[src/assert_macros.svh]
// ----------------------------------------------------------------------------
// Assertion macros
// Shared assertion wrappers for the diagonal preconditioner RTL. They expect
// i_clk and i_rst_n in scope and can be compiled out with NO_ASSERTIONS.
// ----------------------------------------------------------------------------
`ifndef ASSERT_MACROS_SVH
`define ASSERT_MACROS_SVH

`ifndef NO_ASSERTIONS
// The property must hold at every rising clock edge outside of reset.
`define ASSERT_CLK(lbl, prop) \
    lbl: assert property (@(posedge i_clk) disable iff (!i_rst_n) (prop)) \
        else $error("assertion failed");
// The condition must never be true outside of reset.
`define ASSERT_NEVER(lbl, cond) \
    lbl: assert property (@(posedge i_clk) disable iff (!i_rst_n) !(cond)) \
        else $error("forbidden condition seen");
`else
`define ASSERT_CLK(lbl, prop)
`define ASSERT_NEVER(lbl, cond)
`endif

`endif

[src/sdp_pkg.sv]
// ----------------------------------------------------------------------------
// Diagonal preconditioner package
// Widths, limits and the divider result type shared by the RTL modules.
// ----------------------------------------------------------------------------
package sdp_pkg;

    localparam int COL_W     = 20;        // row and column index width
    localparam int VAL_W     = 32;        // Q16.16 entry and weight width
    localparam int NORM_W    = 64;        // norm accumulator width
    localparam int DIAG_W    = 48;        // diagonal accumulator width
    localparam int MAX_DIM   = 1048576;   // number of columns before wrap
    localparam int DIV_STEPS = 32;        // quotient bits produced by the divider

    localparam logic [VAL_W-1:0] W_POS_MAX = {1'b0, {(VAL_W-1){1'b1}}};
    localparam logic [VAL_W-1:0] W_NEG_MAX = {1'b1, {(VAL_W-1){1'b0}}};

    typedef struct packed {
        logic             done;      // one-cycle pulse, result below is valid
        logic             too_big;   // quotient is 2^32 or more
        logic [VAL_W-1:0] quot;      // floor(num * 2^32 / den)
    } t_div_res;

endpackage

[src/sdp_divider.sv]
// ----------------------------------------------------------------------------
// Scaled restoring divider
// Computes floor(num * 2^32 / den) one quotient bit per cycle; flags results
// that do not fit in 32 bits.
// ----------------------------------------------------------------------------
`include "assert_macros.svh"

module sdp_divider (
    input  logic                         i_clk,
    input  logic                         i_rst_n,
    input  logic                         i_start,
    input  logic [sdp_pkg::DIAG_W-1:0]   i_num,
    input  logic [sdp_pkg::NORM_W-1:0]   i_den,
    output sdp_pkg::t_div_res            o_res
);
    import sdp_pkg::*;

    localparam int CNT_W = $clog2(DIV_STEPS);

    logic                r_busy;
    logic                r_done;
    logic [CNT_W-1:0]    r_cnt;
    logic                r_big;
    logic [NORM_W-1:0]   r_rem;
    logic [NORM_W-1:0]   r_den;
    logic [VAL_W-1:0]    r_quo;

    logic [NORM_W-1:0]   num_ext;
    logic [NORM_W:0]     rem_x2;
    logic [NORM_W:0]     diff;

    assign num_ext = {{(NORM_W-DIAG_W){1'b0}}, i_num};
    assign rem_x2  = {r_rem, 1'b0};
    assign diff    = rem_x2 - {1'b0, r_den};

    always_ff @(posedge i_clk) begin
        if (!i_rst_n) begin
            r_busy <= 1'b0;
            r_done <= 1'b0;
            r_cnt  <= '0;
        end else begin
            r_done <= 1'b0;
            if (i_start) begin
                r_den <= i_den;
                r_quo <= '0;
                r_rem <= num_ext;
                r_cnt <= '0;
                // The remainder must start below the divisor, else the
                // quotient cannot fit.
                if (num_ext >= i_den) begin
                    r_big  <= 1'b1;
                    r_done <= 1'b1;
                end else begin
                    r_big  <= 1'b0;
                    r_busy <= 1'b1;
                end
            end else if (r_busy) begin
                if (!diff[NORM_W]) begin
                    r_rem <= diff[NORM_W-1:0];
                    r_quo <= {r_quo[VAL_W-2:0], 1'b1};
                end else begin
                    r_rem <= rem_x2[NORM_W-1:0];
                    r_quo <= {r_quo[VAL_W-2:0], 1'b0};
                end
                r_cnt <= r_cnt + 1'b1;
                if (r_cnt == CNT_W'(DIV_STEPS-1)) begin
                    r_busy <= 1'b0;
                    r_done <= 1'b1;
                end
            end
        end
    end

    assign o_res.done    = r_done;
    assign o_res.too_big = r_big;
    assign o_res.quot    = r_quo;

    `ASSERT_NEVER(a_start_while_busy, i_start && r_busy)
    `ASSERT_CLK(a_done_has_origin, r_done |-> ($past(r_busy) || $past(i_start)))
    `ASSERT_CLK(a_rem_below_den, r_busy |-> (r_rem < r_den))

endmodule

[src/sparse_diag_preconditioner_unit.sv]
// ----------------------------------------------------------------------------
// Sparse diagonal preconditioner unit
// Streams sparse matrix entries column by column and emits one L1-Jacobi or
// SPAI-0 weight per column end.
// ----------------------------------------------------------------------------
// An entry that does not close a column is accepted, passes S_MUL, where
// the 32x32 multiplier squares it in SPAI mode, and is accumulated in
// S_ADD; an empty column marker goes straight to the column end. A column
// end adds a check in S_END and, when the norm is nonzero, the bit-serial
// divider in S_DIV (one quotient bit per cycle, no steps when the quotient
// cannot fit), then loads the output register in S_OUT. The divider's 32
// steps set the cost of a column end that runs a full division. The
// input side stalls while an item is in work; a finished weight waits in
// the output register while the next entries are taken, and a column end
// that finds that register still full holds until it drains. Mode is to be
// written only while the unit is idle; the unit itself does not enforce it.
// ----------------------------------------------------------------------------
`include "assert_macros.svh"

module sparse_diag_preconditioner_unit (
    input  logic                        i_clk,
    input  logic                        i_rst_n,
    // configuration
    input  logic                        i_cfg_we,
    input  logic                        i_cfg_mode,
    // entry requests
    input  logic                        i_valid,
    output logic                        o_stall,
    input  logic [sdp_pkg::COL_W-1:0]   i_row_index,
    input  logic signed [sdp_pkg::VAL_W-1:0] i_entry_value,
    input  logic                        i_column_last,
    input  logic                        i_column_empty,
    // weight results
    output logic                        o_valid,
    input  logic                        i_stall,
    output logic [sdp_pkg::COL_W-1:0]   o_column_number,
    output logic signed [sdp_pkg::VAL_W-1:0] o_weight,
    output logic                        o_saturated
);
    import sdp_pkg::*;

    localparam logic [2:0] S_IDLE = 3'd0;
    localparam logic [2:0] S_MUL  = 3'd1;
    localparam logic [2:0] S_ADD  = 3'd2;
    localparam logic [2:0] S_END  = 3'd3;
    localparam logic [2:0] S_DIV  = 3'd4;
    localparam logic [2:0] S_OUT  = 3'd5;

    logic [2:0]               r_state;
    logic                     r_mode;
    logic [COL_W-1:0]         r_col;
    logic [NORM_W-1:0]        r_norm;
    logic signed [DIAG_W-1:0] r_diag;
    logic                     r_ovf;

    logic [VAL_W-1:0]         r_mag;
    logic signed [VAL_W-1:0]  r_val;
    logic                     r_hit;
    logic                     r_last;
    logic [NORM_W-1:0]        r_term;
    logic [VAL_W-1:0]         r_wt;
    logic                     r_wsat;

    logic                     r_o_valid;
    logic [COL_W-1:0]         r_o_col;
    logic [VAL_W-1:0]         r_o_wt;
    logic                     r_o_sat;

    logic                     in_take;
    logic                     out_free;
    logic [VAL_W-1:0]         in_mag;
    logic [NORM_W:0]          norm_sum;
    logic signed [DIAG_W:0]   diag_sum;
    logic                     diag_clip;
    logic                     diag_neg;
    logic [DIAG_W-1:0]        diag_mag;
    logic                     div_start;
    logic [DIAG_W-1:0]        div_num;
    t_div_res                 div_res;
    logic                     q_clip;
    logic [VAL_W-1:0]         q_wt;

    assign in_take  = i_valid && (r_state == S_IDLE);
    assign out_free = !r_o_valid || !i_stall;

    assign in_mag = i_entry_value[VAL_W-1] ? (VAL_W'(0) - i_entry_value) : i_entry_value;

    assign norm_sum  = {1'b0, r_norm} + {1'b0, r_term};
    assign diag_sum  = {r_diag[DIAG_W-1], r_diag}
                     + {{(DIAG_W+1-VAL_W){r_val[VAL_W-1]}}, r_val};
    assign diag_clip = diag_sum[DIAG_W] != diag_sum[DIAG_W-1];

    assign diag_neg  = r_diag[DIAG_W-1];
    assign diag_mag  = diag_neg ? (DIAG_W'(0) - r_diag) : r_diag;
    assign div_start = (r_state == S_END) && (r_norm != '0);
    assign div_num   = r_mode ? diag_mag : DIAG_W'(1);

    sdp_divider u_div (
        .i_clk   (i_clk),
        .i_rst_n (i_rst_n),
        .i_start (div_start),
        .i_num   (div_num),
        .i_den   (r_norm),
        .o_res   (div_res)
    );

    // A negative SPAI weight may reach -2^31; everything else stops at 2^31-1.
    always_comb begin
        if (r_mode && diag_neg) begin
            q_clip = div_res.too_big || (div_res.quot[VAL_W-1] && |div_res.quot[VAL_W-2:0]);
            q_wt   = q_clip ? W_NEG_MAX : (VAL_W'(0) - div_res.quot);
        end else begin
            q_clip = div_res.too_big || div_res.quot[VAL_W-1];
            q_wt   = q_clip ? W_POS_MAX : div_res.quot;
        end
    end

    always_ff @(posedge i_clk) begin
        if (!i_rst_n) begin
            r_state   <= S_IDLE;
            r_mode    <= 1'b0;
            r_col     <= '0;
            r_norm    <= '0;
            r_diag    <= '0;
            r_ovf     <= 1'b0;
            r_o_valid <= 1'b0;
        end else begin
            if (i_cfg_we) begin
                r_mode <= i_cfg_mode;
            end
            if ((r_state == S_OUT) && out_free) begin
                r_o_valid <= 1'b1;
            end else if (r_o_valid && !i_stall) begin
                r_o_valid <= 1'b0;
            end
            unique case (r_state)
                S_IDLE: begin
                    if (in_take) begin
                        r_mag  <= in_mag;
                        r_val  <= i_entry_value;
                        r_hit  <= i_row_index == r_col;
                        r_last <= i_column_last;
                        r_state <= i_column_empty ? S_END : S_MUL;
                    end
                end
                S_MUL: begin
                    r_term  <= r_mode ? (NORM_W'(r_mag) * NORM_W'(r_mag)) : NORM_W'(r_mag);
                    r_state <= S_ADD;
                end
                S_ADD: begin
                    if (norm_sum[NORM_W]) begin
                        r_norm <= '1;
                        r_ovf  <= 1'b1;
                    end else begin
                        r_norm <= norm_sum[NORM_W-1:0];
                    end
                    if (r_hit) begin
                        if (diag_clip) begin
                            r_diag <= diag_sum[DIAG_W] ? {1'b1, {(DIAG_W-1){1'b0}}}
                                                       : {1'b0, {(DIAG_W-1){1'b1}}};
                            r_ovf  <= 1'b1;
                        end else begin
                            r_diag <= diag_sum[DIAG_W-1:0];
                        end
                    end
                    r_state <= r_last ? S_END : S_IDLE;
                end
                S_END: begin
                    if (r_norm == '0) begin
                        r_wt    <= '0;
                        r_wsat  <= r_ovf;
                        r_state <= S_OUT;
                    end else begin
                        r_state <= S_DIV;
                    end
                end
                S_DIV: begin
                    if (div_res.done) begin
                        r_wt    <= q_wt;
                        r_wsat  <= r_ovf || q_clip;
                        r_state <= S_OUT;
                    end
                end
                S_OUT: begin
                    if (out_free) begin
                        r_o_col   <= r_col;
                        r_o_wt    <= r_wt;
                        r_o_sat   <= r_wsat;
                        r_col     <= (r_col == COL_W'(MAX_DIM-1)) ? '0 : r_col + 1'b1;
                        r_norm    <= '0;
                        r_diag    <= '0;
                        r_ovf     <= 1'b0;
                        r_state   <= S_IDLE;
                    end
                end
                default: begin
                    r_state <= S_IDLE;
                end
            endcase
        end
    end

    assign o_stall         = r_state != S_IDLE;
    assign o_valid         = r_o_valid;
    assign o_column_number = r_o_col;
    assign o_weight        = r_o_wt;
    assign o_saturated     = r_o_sat;

    `ASSERT_CLK(a_div_nonzero_norm, (r_state == S_DIV) |-> (r_norm != '0))
    `ASSERT_CLK(a_result_from_out, (r_o_valid && !$past(r_o_valid)) |-> $past(r_state == S_OUT))
    `ASSERT_CLK(a_col_steps_on_result, ($past(i_rst_n) && (r_col != $past(r_col))) |-> ($past(r_state == S_OUT) && r_o_valid))
    `ASSERT_NEVER(a_done_outside_div, div_res.done && (r_state != S_DIV))

endmodule

[config.mk]
export PLATFORM = sky130hd
export DESIGN_NAME = sparse_diag_preconditioner_unit
export DESIGN_NICKNAME = d
export VERILOG_FILES = /design/src/sdp_pkg.sv /design/src/sdp_divider.sv /design/src/sparse_diag_preconditioner_unit.sv
export VERILOG_INCLUDE_DIRS = /design/src /design/src/src
export SDC_FILE = /design/constraint.sdc
export NUM_CORES = 2
export LEC_CHECK = 0
export BUFFER_PORTS_ARGS = -buffer_cell sky130_fd_sc_hd__clkbuf_2
export CAP_MARGIN = 10
export CORE_UTILIZATION = 35
export DETAILED_ROUTE_END_ITERATION = 16
export MAX_ROUTING_LAYER = met4
export PLACE_DENSITY = 0.53
export SYNTH_ARGS = -nofsm -noshare
export SYNTH_HDL_FRONTEND = slang
export SYNTH_SLANG_ARGS = --single-unit
[constraint.sdc]
create_clock -name i_clk -period 8.5 [get_ports i_clk]
set_clock_uncertainty 0.2 [all_clocks]
set_input_delay 0.85 -clock i_clk [delete_from_list [all_inputs] [get_ports i_clk]]
set_output_delay 0.85 -clock i_clk [all_outputs]
set_load 0.01 [all_outputs]
==> impl_metrics.py <==
metrics = {
    "cts": {
        "cts_tree": "built",
        "cts.path.max_buffers": 3,
        "htree_levels": 3,
        "root_buffer": "clkbuf_16",
        "clk-insertion-delay-late_ns": 0.67,
        "ctsHoldBuffers": 0,
        "cts.sink_count": 521,
        "cts_buffers": 66,
        "path_clk_slew_ns": 0.07,
    },
    "global_route": {
        "grt_pass1_vias": 48590,
        "overflow": 0,
        "grt_antenna_before_repair": 6,
        "grt_usage_pct": 21.19,
        "grt_pass1_wl_um": 289400,
        "grt_max_degree": 88,
    },
    "setup_path": {
        "crit_family": "adder cells",
        "worstSetupEndpointType": "flop",
        "worst_path_largest_cell_delay_ns": 0.61,
        "path_buf_inv": 7,
        "cp.required_ns": 8.71,
        "critPathSlowestCell": "fa_1",
        "critical_path.most_common_cell": "fa_1",
        "cp.arrival_ns": 8.49,
        "rrSetupSlack_ns": 0.22,
        "critPathMaxFanout": 7,
        "crit_type": "flop to flop",
        "start_kind": "flop",
    },
    "finish": {
        "layoutNonFillerInstCount": 9203,
        "fin_area_mm2": 0.06922,
        "multi_input_area_mm2": 0.04357,
        "final_core_util_pct": 38.79,
        "nets": 8173,
        "final-seq-area_mm2": 0.01420,
        "drive_gt1_share_pct": 6.808,
        "num-fill-cells": 17880,
        "syn2layout_area_growth_pct": 10.18,
    },
    "die": {
        "die_y_um": 425.7,
        "coreArea_mm2": 0.1784,
        "die-area_mm2": 0.1812,
        "rows": 155,
        "ios": 115,
        "die_x_um": 425.7,
        "start_util_pct": 35.21,
    },
    "drt": {
        "drt_iter0_markers": 3344,
        "wl_um": 186800,
        "viasPerCell": 5.134,
        "wire_per_inst_um": 20.30,
        "vias": 47250,
        "ant_nets": 0,
        "first_pass_iters": 6,
        "drc_errors": 0,
    },
    "outcome": {
        "outcome": "completed",
    },
    "timing": {
        "rsz0062_at_grt": "yes",
        "hold_viol_final": 0,
        "period_minus_slack_ns": 8.277,
        "tns_ns": 0,
        "finalCritPeriodShare_pct": 97.38,
        "worst_pin_slew_ns": 1.113,
        "slew_violations": 0,
        "finalSetupViolCount": 0,
        "timing.fmax_mhz": 120.8,
        "relSlewSlack_pct": 25.82,
    },
    "placement": {
        "finalWeightedCongestion": 0.9264,
        "dpl_cell_area_mm2": 0.06677,
        "dp_hpwl_um": 148700,
        "dp.cells": 9072,
        "io_buffer_count": 114,
    },
    "synth": {
        "yosysUniqueCellTypes": 83,
        "ys_async_sr_fraction_pct": 0,
        "ys_seq_area_share_pct": 22.59,
        "ys.warnings.count": 0,
        "synth_cells": 6754,
        "netlist_area_mm2": 0.06282,
        "synth_seq_cells": 521,
        "synth-edff-count": 376,
        "synthesis.nets": 8135,
        "avgSynthCellArea_um2": 9.301,
        "ys.flop_type": "edfxtp_1",
    },
    "hold_path": {
        "worstHoldPathType": "input pin to flop",
    },
    "run": {
        "maxCapViolations": 0,
    },
}
stage by stage:
step           hold WS (ns)  setup WS [ns]
3_5_place_dp         0.2045        -0.2204
3_3_place_gp         0.2045        -0.1439
2_1_floorplan        0.2003         0.4930
4_1_cts              0.1390        0.01706
6_report             0.1891         0.2229
5_1_grt              0.1575       -0.03168
logic make-up after synthesis:
kind of cell | count (synthesis) | share of synthesized area, %
xor+xnor | 364 | 5.075
fa+ha+maj | 1321 | 35.81
flops | 521 | 22.59
simple gates | 1757 | 13.74
compound gates | 1305 | 13.09
mux | 77 | 1.261
buf+inv | 1409 | 8.431
registers in the layout, summed over array words and instances (netlist names), 32 cells and up:
register,cells
u_div.r_rem,64
u_div.r_den,64
r_diag,48
r_norm,64
o_weight,32
u_div.r_quo,32
r_wt,32
r_mag,32
r_term,64
worst paths after layout:
kind | from | end | depth (start not counted)
min | i_column_last | r_last | 1
max | r_mag[16] | r_term[58] | 28
min reg2reg | r_wt[2] | o_weight[2] | 0
max reg2reg | r_mag[16] | r_term[58] | 28
layout make-up:
cell class	count	share of cell area (%)
inverter	1116	6.054
timing repair buffer	263	3.017
sequential	521	20.51
multi-input combinational	4824	62.95
clock inverter	39	0.6435
antenna	3	0.01085
tap	2355	4.257
clock buffer	82	2.558
per-layer routing:
metal | GRT usage, % | wire (um)
met1 | 29.16 | 87600
met2 | 33.29 | 85760
met3 | 2.477 | 9020
met4 | 4.892 | 4453
met5 | - | 0
cells in the mapped netlist, drive strengths merged (58+ instances only):
cell / instances / share of area, %
xnor2: 229 / 3.2
a21oi: 386 / 3.1
inv: 1114 / 6.7
fa: 795 / 25
mux2i: 60 / 0.96
clkbuf: 282 / 1.7
a31oi: 62 / 0.62
and2: 336 / 3.4
o21ai: 291 / 2.3
o21bai: 58 / 0.69
nor3: 62 / 0.49
a211oi: 82 / 0.98
nand3: 67 / 0.53
xor2: 135 / 1.9
ha: 526 / 10
a21o: 177 / 2.1
nand2: 612 / 3.7
nand4: 80 / 0.80
nor2: 319 / 1.9
edfxtp: 376 / 18
dfxtp: 145 / 4.6
timing repair:
item | in CTS | in global routing
cloned | 0 | 1
resized for setup | 8 | 28
hold endpoints to repair | 0 | 0
endpoints found under the setup margin | 11 | 16
setup buffers | 5 | 1
pin swaps | 0 | 2
cell usage in the layout (no fill, tap or decap), types with 80 or more instances in the layout:
master	count
nand2_1	611
inv_1	1113
edfxtp_1	376
a21oi_1	381
xnor2_1	229
clkbuf_2	114
xor2_1	133
fa_1	793
a21o_1	177
and2_1	334
a211oi_1	82
o21ai_0	286
dfxtp_1	144
nor2_1	312
ha_1	521
nand4_1	80
buf_4	116
Power is not shown: default switching activity piles up to over one toggle a cycle in this logic, so the estimate is an artifact.
